`src/design/bval_pkg.sv`:
```
// Shared types and constants for the battery voltage average level unit.
// No dependencies; imported by the interfaces and the top level.
package bval_pkg;

  // Widths of the millivolt and level fields
  localparam int MV_W    = 13;
  localparam int LEVEL_W = 3;

  // Default window length (samples averaged)
  localparam int WINDOW_LEN_DEF = 20;

  // Configuration registers: five ascending thresholds
  localparam int NUM_THRESH = 5;
  localparam int CFG_IDX_W  = 3;
  localparam int CFG_DATA_W = MV_W;

  // Register indexes
  typedef enum logic [CFG_IDX_W-1:0] {
    REG_THRESH_ONE   = 3'd0,
    REG_THRESH_TWO   = 3'd1,
    REG_THRESH_THREE = 3'd2,
    REG_THRESH_FOUR  = 3'd3,
    REG_THRESH_FIVE  = 3'd4
  } reg_index_t;

  // Threshold reset values, entry 0 is threshold one
  localparam logic [NUM_THRESH-1:0][MV_W-1:0] TH_RESET = {
    13'd4034, 13'd3831, 13'd3733, 13'd3535, 13'd3370
  };

  // Result status codes
  localparam logic STATUS_OK     = 1'b0;
  localparam logic STATUS_ABSENT = 1'b1;

  // Level reported as full
  localparam logic [LEVEL_W-1:0] LEVEL_FULL = 3'd5;

endpackage

```
`src/design/bval_if.sv`:
```
// Valid/ready channel interfaces: voltage sample in, level result out.
// Depends on bval_pkg.

interface bval_sample_if
  import bval_pkg::*;
();
  logic            valid;
  logic            ready;
  logic [MV_W-1:0] sample_mv;
  logic            battery_present;

  modport source (output valid, output sample_mv, output battery_present, input ready);
  modport sink   (input valid, input sample_mv, input battery_present, output ready);
endinterface

interface bval_result_if
  import bval_pkg::*;
();
  logic               valid;
  logic               ready;
  logic               status;
  logic [LEVEL_W-1:0] level;
  logic               is_full;
  logic [MV_W-1:0]    average_mv;

  modport source (output valid, output status, output level, output is_full,
                  output average_mv, input ready);
  modport sink   (input valid, input status, input level, input is_full,
                  input average_mv, output ready);
endinterface

```
`src/design/battery_voltage_average_level_unit.sv`:
```
// Battery voltage sliding-window average with threshold level quantizer.
// Depends on bval_pkg and the channel interfaces in bval_if.sv.
//
//   channel  dir  beat contents
//   samp     in   sample_mv, battery_present
//   res      out  status, level, is_full, average_mv
//   cfg      in   cfg_we, cfg_index, cfg_data (threshold writes)
//
// A present sample passes through the update state, then the bit-serial restoring
// divider, which forms total / fill count one quotient bit per cycle, then the
// final state that loads the output register. An absent battery skips to the
// final state for its error result. samp.ready is high only while idle.
// A finished result sits in the output register until taken; the next sample
// is accepted meanwhile and its result waits in the final state if needed.
// Reset restores the thresholds and empties the window; no clearing pass.
module battery_voltage_average_level_unit
  import bval_pkg::*;
#(
  parameter int WINDOW_LEN = WINDOW_LEN_DEF
) (
  input  logic                  clk,
  input  logic                  rst,
  bval_sample_if.sink           samp,
  bval_result_if.source         res,
  input  logic                  cfg_we,
  input  logic [CFG_IDX_W-1:0]  cfg_index,
  input  logic [CFG_DATA_W-1:0] cfg_data
);

  localparam int CNT_W = $clog2(WINDOW_LEN + 1);
  localparam int PTR_W = (WINDOW_LEN > 1) ? $clog2(WINDOW_LEN) : 1;
  localparam int TOT_W = MV_W + $clog2(WINDOW_LEN);
  localparam int CYC_W = $clog2(TOT_W + 1);

  typedef enum logic [3:0] {
    S_IDLE   = 4'b0001,
    S_UPDATE = 4'b0010,
    S_DIV    = 4'b0100,
    S_DONE   = 4'b1000
  } state_t;

  state_t state;
  state_t state_next;

  // Threshold registers
  logic [MV_W-1:0] thr [NUM_THRESH];

  // Window storage: circular buffer, wr_ptr is the oldest entry when full
  logic [MV_W-1:0]  window_mem [WINDOW_LEN];
  logic [MV_W-1:0]  oldest;
  logic [PTR_W-1:0] wr_ptr;
  logic [CNT_W-1:0] fill_count;
  logic [TOT_W-1:0] running_total;
  logic             full;

  // Item registers
  logic [MV_W-1:0]  sample;
  logic             absent;

  // Divider registers
  logic [TOT_W-1:0] quo;
  logic [CNT_W-1:0] rem;
  logic [CNT_W-1:0] divisor;
  logic [CYC_W-1:0] div_cnt;

  logic [CNT_W+1:0] trial;
  logic             trial_neg;
  logic [TOT_W-1:0] total_next;
  logic [CNT_W-1:0] fill_next;
  logic [MV_W-1:0]  avg;
  logic [LEVEL_W-1:0] lvl;
  logic             samp_beat;
  logic             out_free;

  assign full      = (fill_count == CNT_W'(WINDOW_LEN));
  assign samp_beat = samp.valid && samp.ready;
  assign out_free  = !res.valid || res.ready;
  assign samp.ready = (state == S_IDLE);

  // Threshold writes, indexes beyond the list are ignored
  always_ff @(posedge clk) begin
    if (rst) begin
      for (int i = 0; i < NUM_THRESH; i++) thr[i] <= TH_RESET[i];
    end else if (cfg_we && cfg_index <= REG_THRESH_FIVE) begin
      thr[cfg_index] <= cfg_data;
    end
  end

  // Window memory: registered read of the oldest slot, write of the new sample
  always_ff @(posedge clk) begin
    oldest <= window_mem[wr_ptr];
    if (state == S_UPDATE) begin
      window_mem[wr_ptr] <= sample;
    end
  end

  // New total and fill count after the push
  always_comb begin
    total_next = running_total + TOT_W'(sample) - (full ? TOT_W'(oldest) : '0);
    fill_next  = full ? fill_count : fill_count + CNT_W'(1);
  end

  // One restoring divide step
  always_comb begin
    trial     = {1'b0, rem, quo[TOT_W-1]} - {2'b00, divisor};
    trial_neg = trial[CNT_W+1];
  end

  // Level quantizer: highest threshold reached wins
  assign avg = quo[MV_W-1:0];
  always_comb begin
    lvl = '0;
    for (int k = 0; k < NUM_THRESH; k++) begin
      if (avg >= thr[k]) lvl = LEVEL_W'(k + 1);
    end
  end

  // Sequencer
  always_comb begin
    state_next = state;
    case (state)
      S_IDLE: begin
        if (samp_beat) state_next = samp.battery_present ? S_UPDATE : S_DONE;
      end
      S_UPDATE: state_next = S_DIV;
      S_DIV: begin
        if (div_cnt == CYC_W'(1)) state_next = S_DONE;
      end
      S_DONE: begin
        if (out_free) state_next = S_IDLE;
      end
      default: state_next = S_IDLE;
    endcase
  end

  always_ff @(posedge clk) begin
    if (rst) begin
      state         <= S_IDLE;
      fill_count    <= '0;
      running_total <= '0;
      wr_ptr        <= '0;
    end else begin
      state <= state_next;
      if (state == S_UPDATE) begin
        running_total <= total_next;
        fill_count    <= fill_next;
        wr_ptr        <= (wr_ptr == PTR_W'(WINDOW_LEN - 1)) ? '0 : wr_ptr + PTR_W'(1);
      end
    end
  end

  // Item capture and divider datapath
  always_ff @(posedge clk) begin
    if (samp_beat) begin
      sample <= samp.sample_mv;
      absent <= !samp.battery_present;
    end
    if (state == S_UPDATE) begin
      quo     <= total_next;
      rem     <= '0;
      divisor <= fill_next;
      div_cnt <= CYC_W'(TOT_W);
    end else if (state == S_DIV) begin
      quo     <= {quo[TOT_W-2:0], !trial_neg};
      rem     <= trial_neg ? {rem[CNT_W-2:0], quo[TOT_W-1]} : trial[CNT_W-1:0];
      div_cnt <= div_cnt - CYC_W'(1);
    end
  end

  // Output register
  always_ff @(posedge clk) begin
    if (rst) begin
      res.valid <= 1'b0;
    end else if (state == S_DONE && out_free) begin
      res.valid <= 1'b1;
    end else if (res.ready) begin
      res.valid <= 1'b0;
    end
  end

  always_ff @(posedge clk) begin
    if (state == S_DONE && out_free) begin
      if (absent) begin
        res.status     <= STATUS_ABSENT;
        res.level      <= '0;
        res.is_full    <= 1'b0;
        res.average_mv <= '0;
      end else begin
        res.status     <= STATUS_OK;
        res.level      <= lvl;
        res.is_full    <= (lvl == LEVEL_FULL);
        res.average_mv <= avg;
      end
    end
  end

endmodule

```
`src/flat_wrapper.sv`:
```
// flat-port wrapper written by rule: the top's interface ports become plain ports
module battery_voltage_average_level_unit_flat import bval_pkg::*;
#(
  parameter int WINDOW_LEN = WINDOW_LEN_DEF
)
  (clk, rst, cfg_we, cfg_index, cfg_data, samp_valid, samp_sample_mv, samp_battery_present, samp_ready, res_valid, res_status, res_level, res_is_full, res_average_mv, res_ready);
  bval_sample_if samp_i ();
  bval_result_if res_i ();
  input  logic clk;
  input  logic rst;
  input  logic cfg_we;
  input  logic [CFG_IDX_W-1:0] cfg_index;
  input  logic [CFG_DATA_W-1:0] cfg_data;
  input wire logic [$bits(samp_i.valid)-1:0] samp_valid;
  input wire logic [$bits(samp_i.sample_mv)-1:0] samp_sample_mv;
  input wire logic [$bits(samp_i.battery_present)-1:0] samp_battery_present;
  output wire logic [$bits(samp_i.ready)-1:0] samp_ready;
  output wire logic [$bits(res_i.valid)-1:0] res_valid;
  output wire logic [$bits(res_i.status)-1:0] res_status;
  output wire logic [$bits(res_i.level)-1:0] res_level;
  output wire logic [$bits(res_i.is_full)-1:0] res_is_full;
  output wire logic [$bits(res_i.average_mv)-1:0] res_average_mv;
  input wire logic [$bits(res_i.ready)-1:0] res_ready;
  assign samp_i.valid = samp_valid;
  assign samp_i.sample_mv = samp_sample_mv;
  assign samp_i.battery_present = samp_battery_present;
  assign samp_ready = samp_i.ready;
  assign res_valid = res_i.valid;
  assign res_status = res_i.status;
  assign res_level = res_i.level;
  assign res_is_full = res_i.is_full;
  assign res_average_mv = res_i.average_mv;
  assign res_i.ready = res_ready;
  battery_voltage_average_level_unit #(.WINDOW_LEN(WINDOW_LEN)) u_core (.clk(clk), .rst(rst), .samp(samp_i), .res(res_i), .cfg_we(cfg_we), .cfg_index(cfg_index), .cfg_data(cfg_data));
endmodule
```
`config.mk`:
```
export PLATFORM = sky130hd
export DESIGN_NAME = battery_voltage_average_level_unit_flat
export DESIGN_NICKNAME = d
export VERILOG_FILES = /design/src/design/bval_pkg.sv /design/src/design/bval_if.sv /design/src/design/battery_voltage_average_level_unit.sv /design/src/flat_wrapper.sv
export SDC_FILE = /design/constraint.sdc
export NUM_CORES = 1
export LEC_CHECK = 0
export BUFFER_PORTS_ARGS = -buffer_cell sky130_fd_sc_hd__clkbuf_2
export CAP_MARGIN = 15
export CORE_MARGIN = 2
export CORE_UTILIZATION = 60
export DETAILED_ROUTE_END_ITERATION = 8
export GPL_TIMING_DRIVEN = 0
export PLACE_DENSITY = 0.76
export RECOVER_POWER = 100
export SLEW_MARGIN = 40
export SYNTH_ARGS = -nofsm -noshare
export SYNTH_HDL_FRONTEND = slang
export SYNTH_SLANG_ARGS = --single-unit
```
`constraint.sdc`:
```
create_clock -name clk -period 4.9 [get_ports clk]
set_input_delay 0.245 -clock clk [delete_from_list [all_inputs] [get_ports clk]]
set_output_delay 0.245 -clock clk [all_outputs]
set_load 0.02 [all_outputs]
```
==> summary.txt <==
Worst setup path
  – Crit path cell chain: inv_1 -> ha_1 -> and4b_1 -> clkbuf_1 -> clkbuf_1 -> and2_0 -> fa_1 -> inv_1 -> ha_1 -> a21o_1 -> o21bai_1 -> a2111oi_0 -> o21bai_1 -> a41oi_1 -> mux2i_1 -> nand2_1
  – Required time of the critical path: 5.20 ns
  – Crit Path Class: reg -> reg
  – Slowest stage delay, CP: 0.48 ns
  – Delay-heaviest family, CP: compound AO/OA/AOI/OAI gates
  – Worst setup SP type: flop
  – CP arrival: 4.71 ns
  – Crit-path max FO: 10
  – Crit-path slowest cell: a2111oi_0
  – R2R setup slack: 0.49 ns
  – Worst path buffer plus inverter count: 4
  – RR Startpoint: u_core.fill_count[0]
  – Worst R2R End: u_core.quo[14]
  – Cells on worst reg2reg path: 16
  – Critical path capture point type: flop

Floorplan
  – IO Pins: 55
  – Die footprint: 34,100 um^2
  – Initial Util: 60.5%
  – Rows: 66
  – Core area: 32,400 um^2
  – Vert. Die Dim: 185 um
  – Chip width: 185 um

Power and ir drop
  – Pwr Density: 387 nW/um^2
  – Peak VDD IR: 0.321 mV
  – Internal power: 6420 uW
  – Sequential Power Share: 51.2%
  – Comb power frac: 10.6%
  – P_sw: 2060 uW
  – Lkg Pwr: 0.00801 uW
  – Sw frac: 24.3%
  – Clock Power Share: 38.2%

Place
  – Final Wtd Congestion: 0.874
  – Port Buf Inserts: 54
  – Post-DP HPWL: 28,200 um

Clock network
  – CTS buffer count: 44
  – Clock buffer depth: 3
  – Htree depth: 2
  – Post-CTS setup buffer count: 0
  – Clock sinks: 436
  – Clk root buf: clkbuf_16
  – Clock Latency Late Sink: 0.56 ns
  – CTS tree: built
  – Clock transition at path regs: 0.06 ns

GRT
  – GR Overflow Total: 0
  – Initial antenna violation count: 0
  – GRT Resource Usage Total: 25.8%
  – Global-route wire length before repair: 65,300 um
  – Vias in the first global route: 11.7k
  – Largest net degree at the start of global routing: 22

Logic synthesis
  – Distinct cells, synth: 58
  – Syn_nets: 1,505
  – Post-synthesis cell count: 1,360
  – Synth async-reset ratio: 0%
  – Number of synthesized flops with an enable pin: 380
  – Post-Syn Area: 19,600 um^2
  – Yosys reg bits: 436
  – Most used DFF post-synth: edfxtp_1
  – Syn. warnings: 0
  – Post-synthesis sequential area ratio: 64.0%
  – Synthesized area per cell: 14.4 um^2

STA
  – Min Tclk post-route: 4.41 ns
  – Fin. max-slew vios: 0
  – Final hold vios: 0
  – Setup TNS: 0 ns
  – Max_slew headroom: 10.9%
  – Setup-failing EPs final: 0
  – RSZ-0062 raised after global routing: no
  – Final period utilization: 90.0%
  – Worst-Margin Slew: 1.33 ns
  – F_max: 227 MHz
  – Max Clock Skew: 0.0206 ns

Detailed routing
  – Initial DRC count: 980
  – Remaining DRCs: 0
  – DRT antenna net count: 0
  – DR vias: 11.6k
  – Vias per inst: 5.90
  – Drt first pass iters: 5
  – WL/cell: 21.8 um
  – Final wirelength: 42,600 um

Finish
  – Area grow syn2layout: 12.0%
  – FILL cells: 2,206
  – Commonest non-fill, non-tap cell in the layout: edfxtp_1
  – Nets@finish: 1,628
  – Fraction of layout cells with a size suffix above 1: 13.1%
  – Most frequent cells in the layout: edfxtp_1 (380), inv_1 (143), ha_1 (96)
  – N_diodes: 0
  – Final Util: 67.8%

Hold path
  – Hold Crit Start: res_ready
  – WHS Endpoint: u_core.res.valid
  – Hold path depth: 3
  – Worst hold path type: in -> reg

Run
  – MaxCap Viol Count: 0

Outcome
  – Outcome: completed
## synthesized netlist by cell type, types with 13 or more instances
master	number	area (um^2)
mux2_2	14	158
or2_2	14	87.6
nor2_1	60	225
fa_1	14	280
mux4_2	68	1530
a21oi_1	54	270
and2_1	38	238
and3_1	13	81.3
nand2b_1	19	119
a21o_1	24	180
edfxtp_1	380	11400
inv_1	144	541
o21ai_0	29	145
nand2_1	88	330
mux2i_1	13	130
nor2b_1	25	156
ha_1	96	1200
clkbuf_1	26	97.6
nor3_1	24	120
dfxtp_1	56	1120
## worst max-delay path by stage
stage / startpoint / endpoint / cells past startpoint
final: u_core.fill_count[0] / u_core.quo[14] / 16
after global routing: u_core.fill_count[0] / u_core.quo[14] / 16
after CTS: u_core.fill_count[0] / u_core.quo[14] / 16
after detailed placement: u_core.fill_count[0] / u_core.quo[14] / 16
after global placement: u_core.fill_count[0] / u_core.quo[14] / 16
after floorplan: u_core.fill_count[0] / u_core.quo[14] / 16
## layout make-up
cell class / count / area [um^2] / share of cell area (%)
timing repair buffer: 77 / 415 / 1.89
clock buffer: 56 / 1170 / 5.31
sequential: 436 / 12500 / 57.1
tap: 442 / 553 / 2.52
buffer: 50 / 211 / 0.964
clock inverter: 25 / 220 / 1.00
multi-input combinational: 730 / 6300 / 28.7
inverter: 144 / 541 / 2.46
## kinds of logic after synthesis
group	count (synthesis)	share of synthesized area (%)
buffers and inverters	194	3.86
XOR/XNOR	22	0.983
adder cells (fa/ha/maj)	110	7.56
AND/OR/NAND/NOR	335	8.81
AO/OA/AOI/OAI	168	5.55
multiplexers	95	9.28
flip-flops	436	64.0
## power groups by stage
| stage | registers, uW | clock network [uW] | logic [uW] |
|---|---|---|---|
| after floorplan | 4390 | 0 | 614 |
| after global placement | 4450 | 0 | 802 |
| after detailed placement | 4460 | 0 | 832 |
| after CTS | 4390 | 3280 | 850 |
| after global routing | 4360 | 3420 | 1010 |
| final | 4350 | 3240 | 898 |
## through the flow
step | hold WS, ns | area, um^2 | setup WS, ns | total power [uW] | instances
after floorplan | 0.344 | 19600 | 1.23 | 5010 | 1360
after global placement | 0.423 | 20400 | 0.691 | 5250 | 1856
after detailed placement | 0.424 | 20400 | 0.622 | 5300 | 1857
after CTS | 0.0142 | 22000 | 0.574 | 8510 | 1952
after global routing | 0.0252 | 21900 | 0.154 | 8790 | 1960
final | 0.0235 | 21900 | 0.491 | 8480 | 1960
## worst reg2reg max path, stage by stage (launching register included)
cell,delay (ns)
dfxtp_1,0.36
inv_1,0.07
ha_1,0.13
and4b_1,0.17
clkbuf_1,0.33
clkbuf_1,0.43
and2_0,0.28
fa_1,0.45
inv_1,0.07
ha_1,0.31
a21o_1,0.23
o21bai_1,0.17
a2111oi_0,0.48
o21bai_1,0.12
a41oi_1,0.23
mux2i_1,0.25
nand2_1,0.07
## flip-flops by register name, summed over array words and instances, names as in the netlist, 5 cells and up
register / flops
u_core.fill_count: 5
u_core.divisor: 5
u_core.quo: 18
u_core.oldest: 13
u_core.window_mem: 260
u_core.rem: 5
u_core.sample: 13
u_core.running_total: 18
u_core.thr: 65
u_core.res.average_mv: 13
u_core.div_cnt: 5
u_core.wr_ptr: 5
## what timing repair did
item | in CTS | in global routing
endpoints found under the hold margin | 15 | 0
hold buffers | 14 | 0
gates resized for setup | 0 | 0
## metal layers
layer | vias up | GRT usage (%) | part of all wire [%]
met5 | - | 0 | 0
met1 | 5779 | 33.3 | 40
met3 | 107 | 4.60 | 6.5
li1 | 5265 | - | -
met2 | 407 | 43.2 | 49
met4 | 0 | 11.4 | 4.3
(Power assumes the default switching activity.)
